**src/design/mtt_pkg.sv**
```systemverilog
// Package for the timer table: operation codes, status codes, word types.
// No dependencies.
package mtt_pkg;

  typedef enum logic [1:0] {
    OP_ADD    = 2'd0,
    OP_REMOVE = 2'd1,
    OP_RESET  = 2'd2,
    OP_POLL   = 2'd3
  } op_e;

  typedef enum logic [1:0] {
    ST_OK       = 2'd0,
    ST_ZERO_INT = 2'd1,
    ST_FULL     = 2'd2,
    ST_NOT_FND  = 2'd3
  } status_e;

  localparam logic [31:0] ALL_ONES = 32'hFFFF_FFFF;
  localparam logic [5:0]  BUDGET_RST = 6'd16;
  localparam logic [0:0]  REG_BUDGET = 1'b0;

  typedef struct packed {
    logic [1:0]  mode;
    logic        fire_once;
    logic [31:0] interval;
    logic [31:0] expiry_code;
    logic [31:0] event_tag;
    logic [31:0] timer_id;
    logic [31:0] elapsed;
  } in_word_t;

  typedef struct packed {
    logic        kind;
    logic [31:0] fired_code;
    logic [31:0] fired_tag;
    logic [31:0] new_id;
    logic [1:0]  status;
    logic [5:0]  emitted;
    logic [31:0] next_delay;
    logic        last;
  } out_word_t;

endpackage

```
**src/design/mtt_front.sv**
```systemverilog
// Front end of the timer table: input register stage that holds one word.
// Depends on mtt_pkg.
module mtt_front import mtt_pkg::*; (
  input  logic     clk_i,
  input  logic     rst_ni,
  input  logic     push_i,
  output logic     full_o,
  input  in_word_t in_word_i,
  output logic     valid_o,
  input  logic     take_i,
  output in_word_t word_o
);

  logic     valid_q;
  in_word_t word_q;

  assign full_o  = valid_q;
  assign valid_o = valid_q;
  assign word_o  = word_q;

  always_ff @(posedge clk_i or negedge rst_ni) begin
    if (!rst_ni) begin
      valid_q <= 1'b0;
    end else if (push_i && !valid_q) begin
      valid_q <= 1'b1;
    end else if (take_i) begin
      valid_q <= 1'b0;
    end
  end

  always_ff @(posedge clk_i) begin
    if (push_i && !valid_q) begin
      word_q <= in_word_i;
    end
  end

endmodule

```
**src/design/mtt_outq.sv**
```systemverilog
// Result queue of the timer table: two-entry FIFO of result words.
// Depends on mtt_pkg.
module mtt_outq import mtt_pkg::*; (
  input  logic      clk_i,
  input  logic      rst_ni,
  input  logic      wr_i,
  input  out_word_t wr_word_i,
  output logic      full_o,
  output logic      empty_o,
  input  logic      pop_i,
  output out_word_t rd_word_o
);

  out_word_t mem_q [2];
  logic      wp_q, rp_q;
  logic [1:0] cnt_q;
  logic      do_rd;

  assign full_o    = (cnt_q == 2'd2);
  assign empty_o   = (cnt_q == 2'd0);
  assign rd_word_o = mem_q[rp_q];
  assign do_rd     = pop_i && !empty_o;

  always_ff @(posedge clk_i or negedge rst_ni) begin
    if (!rst_ni) begin
      wp_q  <= 1'b0;
      rp_q  <= 1'b0;
      cnt_q <= 2'd0;
    end else begin
      if (wr_i) wp_q <= ~wp_q;
      if (do_rd) rp_q <= ~rp_q;
      cnt_q <= cnt_q + {1'b0, wr_i} - {1'b0, do_rd};
    end
  end

  always_ff @(posedge clk_i) begin
    if (wr_i) mem_q[wp_q] <= wr_word_i;
  end

endmodule

```
**src/design/mtt_divider.sv**
```systemverilog
// Restoring divider, one quotient bit per cycle, for the periodic reload.
// No dependencies.
module mtt_divider (
  input  logic        clk_i,
  input  logic        rst_ni,
  input  logic        start_i,
  input  logic [31:0] num_i,
  input  logic [31:0] den_i,
  output logic        done_o,
  output logic [31:0] quo_o,
  output logic [31:0] rem_o
);

  logic        busy_q;
  logic [5:0]  cnt_q;
  logic [31:0] quo_q, rem_q, den_q;
  logic [32:0] trial;

  assign trial  = {rem_q, quo_q[31]} - {1'b0, den_q};
  assign done_o = busy_q && (cnt_q == 6'd32);
  assign quo_o  = quo_q;
  assign rem_o  = rem_q;

  always_ff @(posedge clk_i or negedge rst_ni) begin
    if (!rst_ni) begin
      busy_q <= 1'b0;
      cnt_q  <= 6'd0;
    end else if (start_i) begin
      busy_q <= 1'b1;
      cnt_q  <= 6'd0;
    end else if (done_o) begin
      busy_q <= 1'b0;
    end else if (busy_q) begin
      cnt_q <= cnt_q + 6'd1;
    end
  end

  always_ff @(posedge clk_i) begin
    if (start_i) begin
      quo_q <= num_i;
      rem_q <= '0;
      den_q <= den_i;
    end else if (busy_q && !done_o) begin
      if (!trial[32]) begin
        rem_q <= trial[31:0];
        quo_q <= {quo_q[30:0], 1'b1};
      end else begin
        rem_q <= {rem_q[30:0], quo_q[31]};
        quo_q <= {quo_q[30:0], 1'b0};
      end
    end
  end

endmodule

```
**src/design/mtt_back.sv**
```systemverilog
// Back end of the timer table: slot registers and the sequencer that scans
// them for each operation. Depends on mtt_pkg and mtt_divider.
module mtt_back import mtt_pkg::*; #(
  parameter int unsigned SLOTS = 16
) (
  input  logic      clk_i,
  input  logic      rst_ni,
  input  logic      valid_i,
  input  in_word_t  word_i,
  output logic      take_o,
  input  logic [5:0] budget_i,
  input  logic      oq_full_i,
  output logic      oq_wr_o,
  output out_word_t oq_word_o
);

  localparam int unsigned IW = (SLOTS > 1) ? $clog2(SLOTS) : 1;
  localparam int unsigned CW = $clog2(SLOTS + 1);

  typedef enum logic [6:0] {
    S_IDLE = 7'b0000001,
    S_SCAN = 7'b0000010,
    S_DIV  = 7'b0000100,
    S_EMIT = 7'b0001000,
    S_MIN  = 7'b0010000,
    S_SUM  = 7'b0100000,
    S_DONE = 7'b1000000
  } state_e;

  state_e state_q, state_d;

  logic [SLOTS-1:0] act_q;
  logic             once_q [SLOTS];
  logic [31:0]      ident_q [SLOTS];
  logic [31:0]      per_q [SLOTS];
  logic [31:0]      left_q [SLOTS];
  logic [31:0]      code_q [SLOTS];
  logic [31:0]      tag_q [SLOTS];
  logic [31:0]      idc_q;

  logic [CW-1:0] idx_q;
  logic [IW-1:0] ix;
  logic [1:0]    status_q;
  logic [31:0]   nid_q, best_q, fires_q;
  logic [5:0]    emitted_q;
  logic          found_q;

  logic        div_start, div_done;
  logic [31:0] div_quo, div_rem, past;

  assign ix   = idx_q[IW-1:0];
  assign past = word_i.elapsed - left_q[ix];

  mtt_divider u_div (
    .clk_i   (clk_i),
    .rst_ni  (rst_ni),
    .start_i (div_start),
    .num_i   (past),
    .den_i   (per_q[ix]),
    .done_o  (div_done),
    .quo_o   (div_quo),
    .rem_o   (div_rem)
  );

  logic scan_end;
  assign scan_end = (idx_q == CW'(SLOTS));

  always_comb begin
    state_d   = state_q;
    div_start = 1'b0;
    take_o    = 1'b0;
    oq_wr_o   = 1'b0;
    oq_word_o = '0;
    unique case (state_q)
      S_IDLE: if (valid_i) state_d = S_SCAN;
      S_SCAN: begin
        if (scan_end) begin
          state_d = S_MIN;
        end else if (word_i.mode == OP_POLL && budget_i != '0 && act_q[ix] &&
                     left_q[ix] <= word_i.elapsed) begin
          if (once_q[ix] || per_q[ix] == '0) begin
            state_d = S_EMIT;
          end else begin
            div_start = 1'b1;
            state_d   = S_DIV;
          end
        end
      end
      S_DIV:  if (div_done) state_d = S_EMIT;
      S_EMIT: begin
        if (fires_q == '0 || emitted_q == budget_i) begin
          state_d = S_SCAN;
        end else if (!oq_full_i) begin
          oq_wr_o              = 1'b1;
          oq_word_o.fired_code = code_q[ix];
          oq_word_o.fired_tag  = tag_q[ix];
        end
      end
      S_MIN:  if (scan_end) state_d = S_SUM;
      S_SUM: begin
        if (!oq_full_i) begin
          oq_wr_o              = 1'b1;
          oq_word_o.kind       = 1'b1;
          oq_word_o.new_id     = nid_q;
          oq_word_o.status     = status_q;
          oq_word_o.emitted    = emitted_q;
          oq_word_o.next_delay = best_q;
          oq_word_o.last       = 1'b1;
          take_o               = 1'b1;
          state_d              = S_DONE;
        end
      end
      S_DONE: state_d = S_IDLE;
      default: state_d = S_IDLE;
    endcase
  end

  always_ff @(posedge clk_i or negedge rst_ni) begin
    if (!rst_ni) begin
      state_q   <= S_IDLE;
      act_q     <= '0;
      idc_q     <= 32'd1;
      idx_q     <= '0;
      status_q  <= ST_OK;
      nid_q     <= '0;
      best_q    <= ALL_ONES;
      fires_q   <= '0;
      emitted_q <= '0;
      found_q   <= 1'b0;
    end else begin
      state_q <= state_d;
      unique case (state_q)
        S_IDLE: begin
          idx_q     <= '0;
          nid_q     <= '0;
          emitted_q <= '0;
          found_q   <= 1'b0;
          best_q    <= ALL_ONES;
          fires_q   <= '0;
          if (word_i.mode == OP_ADD && word_i.interval == '0) begin
            status_q <= ST_ZERO_INT;
          end else if (word_i.mode == OP_ADD) begin
            status_q <= ST_FULL;
          end else if (word_i.mode == OP_POLL) begin
            status_q <= ST_OK;
          end else begin
            status_q <= ST_NOT_FND;
          end
        end
        S_SCAN: begin
          if (scan_end) begin
            idx_q <= '0;
          end else begin
            if (state_d == S_SCAN) idx_q <= idx_q + CW'(1);
            case (word_i.mode)
              OP_ADD: begin
                if (word_i.interval != '0 && !found_q && !act_q[ix]) begin
                  found_q  <= 1'b1;
                  status_q <= ST_OK;
                  nid_q    <= idc_q;
                  idc_q    <= (idc_q == ALL_ONES) ? 32'd1 : idc_q + 32'd1;
                  act_q[ix] <= 1'b1;
                end
              end
              OP_REMOVE, OP_RESET: begin
                if (word_i.timer_id != '0 && !found_q && act_q[ix] &&
                    ident_q[ix] == word_i.timer_id) begin
                  found_q  <= 1'b1;
                  status_q <= ST_OK;
                  if (word_i.mode == OP_REMOVE) act_q[ix] <= 1'b0;
                end
              end
              default: begin
                if (budget_i != '0 && act_q[ix]) begin
                  if (left_q[ix] > word_i.elapsed) begin
                    // no expiry
                  end else if (once_q[ix] || per_q[ix] == '0) begin
                    act_q[ix] <= 1'b0;
                    fires_q   <= 32'd1;
                  end
                end
              end
            endcase
          end
        end
        S_DIV: if (div_done) fires_q <= div_quo + 32'd1;
        S_EMIT: begin
          if (fires_q == '0 || emitted_q == budget_i) begin
            fires_q <= '0;
            idx_q   <= idx_q + CW'(1);
          end else if (!oq_full_i) begin
            fires_q   <= fires_q - 32'd1;
            emitted_q <= emitted_q + 6'd1;
          end
        end
        S_MIN: begin
          if (!scan_end) begin
            idx_q <= idx_q + CW'(1);
            if (act_q[ix] && left_q[ix] < best_q) best_q <= left_q[ix];
          end
        end
        default: ;
      endcase
    end
  end

  // Slot payload updates; these registers need no reset.
  always_ff @(posedge clk_i) begin
    if (state_q == S_SCAN && !scan_end) begin
      case (word_i.mode)
        OP_ADD: begin
          if (word_i.interval != '0 && !found_q && !act_q[ix]) begin
            ident_q[ix] <= idc_q;
            per_q[ix]   <= word_i.interval;
            left_q[ix]  <= word_i.interval;
            code_q[ix]  <= word_i.expiry_code;
            tag_q[ix]   <= word_i.event_tag;
            once_q[ix]  <= word_i.fire_once;
          end
        end
        OP_RESET: begin
          if (word_i.timer_id != '0 && !found_q && act_q[ix] &&
              ident_q[ix] == word_i.timer_id) begin
            left_q[ix] <= per_q[ix];
          end
        end
        OP_POLL: begin
          if (budget_i != '0 && act_q[ix]) begin
            if (left_q[ix] > word_i.elapsed) begin
              left_q[ix] <= left_q[ix] - word_i.elapsed;
            end else if (once_q[ix] || per_q[ix] == '0) begin
              left_q[ix] <= per_q[ix] - past;
            end
          end
        end
        default: ;
      endcase
    end else if (state_q == S_DIV && div_done) begin
      left_q[ix] <= per_q[ix] - div_rem;
    end
  end

endmodule

```
**src/design/multi_timer_table.sv**
```systemverilog
// Top level of the timer table: APB register, front stage, back sequencer
// and result queue. Depends on mtt_pkg, mtt_front, mtt_back and mtt_outq.
//
// Usage: words go in through push/full as in_word_i. Each holds one
// operation (add, remove, reset or poll). Results come out through
// empty/pop as out_word_o: a poll gives its expiry words first, then
// every operation gives one summary word with last set.
// The sequencer visits each slot once for the operation and once more
// for the smallest remaining time, then queues the summary word. In a
// poll each expiring slot also holds the scan, a periodic one waits for
// the divider and the expiry words are queued one after another. One
// item is worked on at a time: it stays in the front register until its
// summary is queued, and only then can the next word be accepted.
// Reset clears all slots, sets the ID counter to one and the event budget
// to 16. When the receiver stalls the result queue fills and the sequencer
// waits. The event budget lies at address 0 and is read back on prdata.
module multi_timer_table import mtt_pkg::*; #(
  parameter int unsigned SLOTS = 16
) (
  input  logic        clk_i,
  input  logic        rst_ni,
  input  logic        psel,
  input  logic        penable,
  input  logic        pwrite,
  input  logic [0:0]  paddr,
  input  logic [31:0] pwdata,
  output logic [31:0] prdata,
  output logic        pready,
  input  logic        push,
  output logic        full,
  input  in_word_t    in_word_i,
  output logic        empty,
  input  logic        pop,
  output out_word_t   out_word_o
);

  logic [5:0] budget_q;
  logic       fe_valid, take;
  in_word_t   fe_word;
  logic       oq_full, oq_wr;
  out_word_t  oq_word;

  assign pready = 1'b1;
  assign prdata = (paddr == REG_BUDGET) ? {26'd0, budget_q} : '0;

  always_ff @(posedge clk_i or negedge rst_ni) begin
    if (!rst_ni) begin
      budget_q <= BUDGET_RST;
    end else if (psel && penable && pwrite && paddr == REG_BUDGET) begin
      budget_q <= pwdata[5:0];
    end
  end

  mtt_front u_front (
    .clk_i     (clk_i),
    .rst_ni    (rst_ni),
    .push_i    (push),
    .full_o    (full),
    .in_word_i (in_word_i),
    .valid_o   (fe_valid),
    .take_i    (take),
    .word_o    (fe_word)
  );

  mtt_back #(.SLOTS(SLOTS)) u_back (
    .clk_i     (clk_i),
    .rst_ni    (rst_ni),
    .valid_i   (fe_valid),
    .word_i    (fe_word),
    .take_o    (take),
    .budget_i  (budget_q),
    .oq_full_i (oq_full),
    .oq_wr_o   (oq_wr),
    .oq_word_o (oq_word)
  );

  mtt_outq u_outq (
    .clk_i     (clk_i),
    .rst_ni    (rst_ni),
    .wr_i      (oq_wr),
    .wr_word_i (oq_word),
    .full_o    (oq_full),
    .empty_o   (empty),
    .pop_i     (pop),
    .rd_word_o (out_word_o)
  );

endmodule

```
**config.mk**
```make
export PLATFORM = sky130hd
export DESIGN_NAME = multi_timer_table
export DESIGN_NICKNAME = d
export VERILOG_FILES = /design/src/design/mtt_pkg.sv /design/src/design/mtt_front.sv /design/src/design/mtt_outq.sv /design/src/design/mtt_divider.sv /design/src/design/mtt_back.sv /design/src/design/multi_timer_table.sv
export SDC_FILE = /design/constraint.sdc
export NUM_CORES = 2
export LEC_CHECK = 0
export BUFFER_PORTS_ARGS = -buffer_cell sky130_fd_sc_hd__clkbuf_2
export CAP_MARGIN = 20
export CORE_ASPECT_RATIO = 1.25
export CORE_MARGIN = 2
export CORE_UTILIZATION = 30
export CTS_CLUSTER_DIAMETER = 30
export CTS_CLUSTER_SIZE = 30
export DETAILED_ROUTE_END_ITERATION = 10
export GPL_ROUTABILITY_DRIVEN = 0
export GPL_TIMING_DRIVEN = 0
export PLACE_DENSITY_LB_ADDON = 0.3
export SLEW_MARGIN = 20
export SYNTH_ARGS = -nofsm -noshare
export SYNTH_HDL_FRONTEND = slang
export SYNTH_HIERARCHICAL = 1
export SYNTH_SLANG_ARGS = --single-unit
export TNS_END_PERCENT = 50
```
**constraint.sdc**
```tcl
create_clock -name clk_i -period 11.58 [get_ports clk_i]
set_input_delay 2.895 -clock clk_i [delete_from_list [all_inputs] [get_ports clk_i]]
set_output_delay 2.895 -clock clk_i [all_outputs]
set_load 0.005 [all_outputs]
```
After elaboration in Yosys (flattened, before gate mapping)

Memories as Yosys holds them, arrays and structs flattened.
Cells that the tools add are included.

Add/subtract/negate cells: 13
$mul: 0
Divide/modulo/power cells: 0
Order comparisons: 5
Eq/ne operators: 39
Shift operators: 0
Mux-type cells: 111
Bitwise operators: 11
Reduce and logical (&&, ||, !) cells: 59

Operator list:

| operator                                                             | number |
|---|---|
| 32-bit two-way mux                                                   | 21 |
| 64-bit two-way mux                                                   | 3 |
| 73-bit two-way mux                                                   | 2 |
| 32-bit one-hot mux with 2 select lines                               | 2 |
| 32-bit one-hot mux with 4 select lines                               | 1 |
| 32-bit subtractor                                                    | 4 |
| 32-bit logical NOT                                                   | 3 |
| 16-bit two-way mux                                                   | 6 |
| 32-bit by 1-bit adder with 32-bit output, second input constant      | 2 |
| 32-bit nonzero test                                                  | 2 |
| 7-bit two-way mux                                                    | 7 |
| 7-bit one-hot mux with 6 select lines                                | 1 |
| 1-bit two-way mux                                                    | 41 |
| 6-bit two-way mux                                                    | 6 |
| 33-bit by 32-bit subtractor with 33-bit output                       | 1 |
| 32-bit equality test                                                 | 1 |
| 32-bit equality test, second input constant                          | 1 |
| 32-bit greater-than comparator                                       | 1 |
| 32-bit <= comparator                                                 | 1 |
| 32-bit < comparator                                                  | 1 |
| 16-bit one-hot mux with 2 select lines                               | 1 |
| 32-bit by 1-bit subtractor with 32-bit output, second input constant | 1 |
| 1-bit logical AND                                                    | 21 |
| 5-bit two-way mux                                                    | 4 |
| other kinds (49)                                                     | 104 |

Register bits: 442
Latch bits: 0
Bits in writable memories: 2852
Memory bits (read-only): 0
Bits of input ports: 203
Output and inout bits: 173
Word-level logic and storage cells: 272
Memories: 7

Memory list:

| memory         | depth | bits a word | rd ports | clocked after Yosys merged registers in | wr ports | RTL line       | RTL |
|---|---|---|---|---|---|---|---|
| u_back.code_q  | 16    | 32          | 1        | 0                                       | 1        | mtt_back.sv:37 | `logic [31:0] code_q [SLOTS];` |
| u_back.ident_q | 16    | 32          | 1        | 0                                       | 1        | mtt_back.sv:34 | `logic [31:0] ident_q [SLOTS];` |
| u_back.left_q  | 16    | 32          | 1        | 0                                       | 1        | mtt_back.sv:36 | `logic [31:0] left_q [SLOTS];` |
| u_back.per_q   | 16    | 32          | 1        | 0                                       | 1        | mtt_back.sv:35 | `logic [31:0] per_q [SLOTS];` |
| u_back.tag_q   | 16    | 32          | 1        | 0                                       | 1        | mtt_back.sv:38 | `logic [31:0] tag_q [SLOTS];` |
| u_outq.mem_q   | 2     | 138         | 1        | 0                                       | 1        | mtt_outq.sv:14 | `out_word_t mem_q [2];` |
| +1 memories    | --    | --          | --       | --                                      | --       | --             |  |

Logic depth before layout (Yosys ltp)

Depth after elaboration: 12
Mapped depth: 32
Gate-level depth less buffers: 24

Hierarchy

Netlist, hierarchy kept.

By module, submodules not included:

| module            | instances | cells an instance | area an instance (sq um) | seq. area each (sq um) |
|---|---|---|---|---|
| mtt_back          | 1         | 6432              | 116182.7                 | 81525.7 |
| mtt_outq          | 1         | 446               | 10188.5                  | 8388.0 |
| mtt_divider       | 1         | 610               | 5960.7                   | 2737.6 |
| mtt_front         | 1         | 168               | 4942.2                   | 4919.7 |
| multi_timer_table | 1         | 48                | 505.5                    | 151.4 |

Worst setup path before layout

Ideal clock, no wire load.

Kind: input port to flip-flop
Start: input port push
End: register u_front.word_q (netlist bit u_front/word_o[0]) (enable)
Library setup time: 0.706 ns
Arrival time: 9.938 ns
Data required time: 10.874 ns
Path slack: 0.936 ns
Stages on the path: 1
Buffers on the path: 0
Cell sequence: nor2b_1

Word-level cells in the longest chain between the ends: 1

RTL lines:

| item                   | RTL line                | RTL |
|---|---|---|
| start: declaration     | multi_timer_table.sv:29 | `input logic push,` |
| 1-bit logical AND      | mtt_front.sv:32         | `if (push_i && !valid_q) begin` |
| end signal: assignment | mtt_front.sv:33         | `word_q <= in_word_i;` |
| end: declaration       | mtt_front.sv:15         | `in_word_t word_q;` |

Every way passes these cells.
A chain may end at the register's enable or synchronous reset.

Worst setup path in the final report

Start: register u_back.idx_q[3]
End: memory u_back.left_q[15][20] (enable)

Word-level cells in the longest chain between the ends: 12
Elaborated cells on any way between the ends: 43
Classes of those cells: order compare (1); eq/ne (2); mux (23); bitwise (4); reduce/logical (9); memory (4)

RTL lines:

| item                                                                        | RTL line        | RTL |
|---|---|---|
| start: declaration                                                          | mtt_back.sv:41  | `logic [CW-1:0] idx_q;` |
| start signal: assignment                                                    | mtt_back.sv:154 | `if (state_d == S_SCAN) idx_q <= idx_q + CW'(1);` |
| start signal: assignment                                                    | mtt_back.sv:190 | `idx_q <= idx_q + CW'(1);` |
| start signal: assignment                                                    | mtt_back.sv:198 | `idx_q <= idx_q + CW'(1);` |
| parallel branches: the longest is 12 deep, another holds memory 16 x 32 bit | --              |  |
| end: declaration                                                            | mtt_back.sv:36  |  |

Parallel ways; which one is timed is not known. The select of a mux whose other input is x is not followed.

==> results.py <==
metrics = {
    "detailed_routing": {
        "drt_iter0_drc": 8805,
        "dr.pass1.iters": 6,
        "routed_wl_um": 441000,
        "dr_total_vias": 80400,
        "drc": 0,
        "wire_per_inst_um": 28.5,
        "viasPerCell": 5.19,
        "drtAntennaViolNets": 0,
    },
    "die": {
        "die_y_um": 762,
        "die_w_um": 610,
        "start_util_pct": 30.1,
        "dieArea_um2": 465000,
        "core_um2": 458000,
        "row_count": 278,
        "io-pin-count": 376,
    },
    "setup_path": {
        "required_ns": 12.33,
        "critPathBufInv": 11,
        "cp.depth": 23,
        "cp_top_family": "buffers and inverters",
        "crit_path_end_kind": "flip-flop",
        "worstSetupStartpointType": "flip-flop",
        "crit_arrival_ns": 11.61,
        "slowest_delay_ns": 0.86,
        "r2r-start": "u_back/idx_q[3]",
        "crit_slowest_cell": "clkbuf_1",
        "critical_path.max_fanout": 16,
        "worstRegToRegCells": 23,
        "cp-startpoint": "u_back/idx_q[3]",
        "critPathKind": "reg2reg",
        "path_cells": "buf_2 > buf_4 > buf_2 > buf_2 > clkbuf_1 > clkbuf_2 > clkbuf_1 > mux4_2 > ha_1 > clkbuf_1 > nand4_1 > nor4_1 > o221ai_1 > a21oi_1 > o21ai_0 > nor2b_1 > nand2_1 > nand3_1 > nor3_4 > clkbuf_2 > nor2_4 > buf_12 > buf_12",
    },
    "sta": {
        "worst_slew_pin_slew_ns": 1.19,
        "fmax_ghz": 0.0921,
        "rsz0062_at_grt": "no",
        "slew_violations": 0,
        "finalClockSkew_ns": 0.0961,
        "period_needed_ns": 10.86,
        "max_slew_margin_pct": 20.6,
        "hold_violations": 0,
        "fin_crit_sh_pct": 93.8,
        "setup_viol": 0,
    },
    "clocking": {
        "cts_buffers": 627,
        "clk_pin_slew_ns": 0.05,
        "cts_buffer_depth": 4,
        "cts_tree": "built",
        "cts.sinks": 3294,
        "root_buffer": "clkbuf_16",
        "clk_latency_ns": 1.10,
        "htree_levels": 6,
    },
    "status": {
        "status": "completed",
    },
    "global_route": {
        "grt_pass1_wl_um": 617000,
        "grt_usage_pct": 18.6,
        "grt_max_degree": 79,
        "antenna_found_initial": 26,
        "grt-ovfl-total": 0,
        "grt_pass1_vias": 82300,
    },
    "synth": {
        "synth_seq_cells": 3294,
        "synth_cell_types": 100,
        "synth_top_cell_area_share_pct": 67.1,
        "synth.area.top_cells": "edfxtp_1 67%, mux4_2 11%, dfrtp_1 2.7%, ha_1 1.9%, mux2_2 1.8%",
        "synth_edf_count": 3079,
        "seq_area_frac_synth_pct": 70.9,
        "syn_area_um2": 138000,
        "synth_most_common_cell": "edfxtp_1",
        "async_reset_ff_share_pct": 5.56,
        "postSynthCellCount": 7704,
        "synth_warnings": 6,
        "synth_ff_type": "edfxtp_1",
        "synthTopCellsByCount": "3,079 x edfxtp_1, 699 x mux4_2, 325 x nand2_1, 275 x nor2_1, 258 x a21oi_1",
        "synth_top_cell_by_area": "edfxtp_1",
        "avgSynthCellArea_um2": 17.9,
    },
    "place": {
        "hpwlAfterDp_um": 311000,
        "portBuffers": 322,
    },
    "cells_and_area": {
        "area_growth_pct": 26.3,
        "final_util_pct": 38.0,
        "layout-drive-gt1-share_pct": 29.4,
        "fillCellCount": 41600,
        "fin_nets": 9326,
    },
    "power_and_ir_drop": {
        "ir_worst_vdd_mv": 0.176,
        "p_per_area_nw_per_um2": 231,
        "power.leakage_uw": 0.0599,
        "power_uw": 40300,
    },
    "worst_hold_path": {
        "hold_start": "u_back/nid_q[10]",
        "min_path_type": "reg2reg",
        "hold_depth": 2,
    },
    "job": {
        "cap_violations": 0,
    },
}
==> worst paths after layout <==
kind | end | slack, ns
max in group asynchronous | u_back/idc_q[15] | 8.51
worst min-delay path | u_back/nid_q[10] | 0.50
worst max register to register | u_back/left_q[15][20] | 0.72
worst max-delay path | u_back/left_q[15][20] | 0.72
worst min register to register | u_back/nid_q[10] | 0.50
min in group asynchronous | u_back/u_div/busy_q | 1.78
==> flip-flops by register name (all words and copies together), names as in the netlist, 5 cells and up, named ones only <==
signal / flops
budget_q: 6
u_back/best_q: 32
u_back/code_q: 512
u_back/emitted_q: 6
u_back/fires_q: 32
u_back/idc_q: 32
u_back/ident_q: 512
u_back/idx_q: 5
u_back/left_q: 512
u_back/nid_q: 32
u_back/once_q: 16
u_back/per_q: 512
u_back/state_q: 7
u_back/tag_q: 512
u_back/u_div/cnt_q: 6
u_back/u_div/den_q: 32
u_back/u_div/quo_o: 32
u_back/u_div/rem_o: 32
u_front/word_o: 163
u_outq/mem_q: 276
==> cells by family (layout without fill, tap and decap cells) <==
family,Yosys count,count (layout),synth area share (%)
compound gates,996,996,4.74
xor+xnor,238,238,1.52
fa+ha+maj,209,209,1.93
buf+inv,650,2367,2.05
flops,3294,3294,70.9
mux,1072,1072,14.3
other cells,2,53,0.00545
simple gates,1243,1243,4.50
==> worst min-delay path, delay by kind of cell (launching register included) <==
family        cells  cell delay [ns]
flops             1             0.34
simple gates      2             0.13
==> through the flow <==
| step | instance area, um^2 | hold WS (ns) | worst slack (ns) | setup TNS, ns | std cells |
|---|---|---|---|---|---|
| after floorplan | 138000 | 0.455 | 0.936 | 0 | 7729 |
| after global placement | 147000 | 0.469 | -8.60 | - | 14100 |
| after detailed placement | 153000 | 0.485 | -0.469 | -110.87 | 14300 |
| after CTS | 174000 | 0.500 | 0.148 | 0 | 15500 |
| after global routing | 174000 | 0.522 | 0.314 | 0 | 15500 |
| final | 174000 | 0.502 | 0.723 | 0 | 15500 |
==> routing by layer <==
metal | part of all wire [%] | GRT usage (%) | routed length (um)
met1 | 40 | 23.7 | 176000
met2 | 49 | 31.5 | 218000
met3 | 7.1 | 3.38 | 31300
met4 | 3.6 | 6.73 | 15800
met5 | 0.0059 | 0 | 26
==> area by class of cell <==
cell class / count / area (um^2) / share of cell area (%)
Antenna cell: 26 / 65.1 / 0.0374
Buffer: 390 / 1910 / 1.10
Clock buffer: 722 / 16200 / 9.33
Timing Repair Buffer: 557 / 6750 / 3.88
Clock inverter: 439 / 5140 / 2.95
Tap cell: 6020 / 7530 / 4.33
Multi-Input combinational cell: 3785 / 37700 / 21.7
Sequential cell: 3294 / 97700 / 56.1
Inverter: 259 / 972 / 0.558
==> cell usage in the layout (no fill, tap or decap), types with 59 or more instances in the layout <==
cell / netlist / routed
nand3_1: 104 / 104
mux2i_1: 155 / 155
xnor2_1: 146 / 146
nand4_1: 69 / 69
dfrtp_1: 148 / 148
a21oi_1: 258 / 254
mux4_2: 699 / 699
inv_1: 257 / 257
clkbuf_1: 220 / 274
clkinv_2: 0 / 83
clkbuf_2: 0 / 363
buf_16: 0 / 88
nor2_1: 275 / 242
and2_1: 159 / 158
nand2_1: 325 / 324
buf_2: 50 / 59
bufinv_16: 0 / 62
buf_12: 0 / 118
clkinv_1: 1 / 82
clkinvlp_4: 0 / 64
a21o_1: 75 / 75
a22oi_1: 120 / 120
o21ai_0: 195 / 189
ha_1: 204 / 204
mux2_2: 216 / 216
clkbuf_16: 0 / 634
xor2_1: 90 / 90
edfxtp_1: 3079 / 3079
nor3_1: 74 / 73
==> what timing repair did <==
action	in CTS	in global routing
resized for setup	3	9
hold buffers	0	0
pin swaps	0	1
setup endpoints to repair	320	340
setup buffers	0	0
==> report_power, final <==
group	total [uW]	internal, uW	switching, uW
sequential	13400	13200	253
combinational	8780	3400	5380
clock	18100	11600	6480
total	40300	28200	12100
Note: power is estimated with default switching activity, not from simulation.
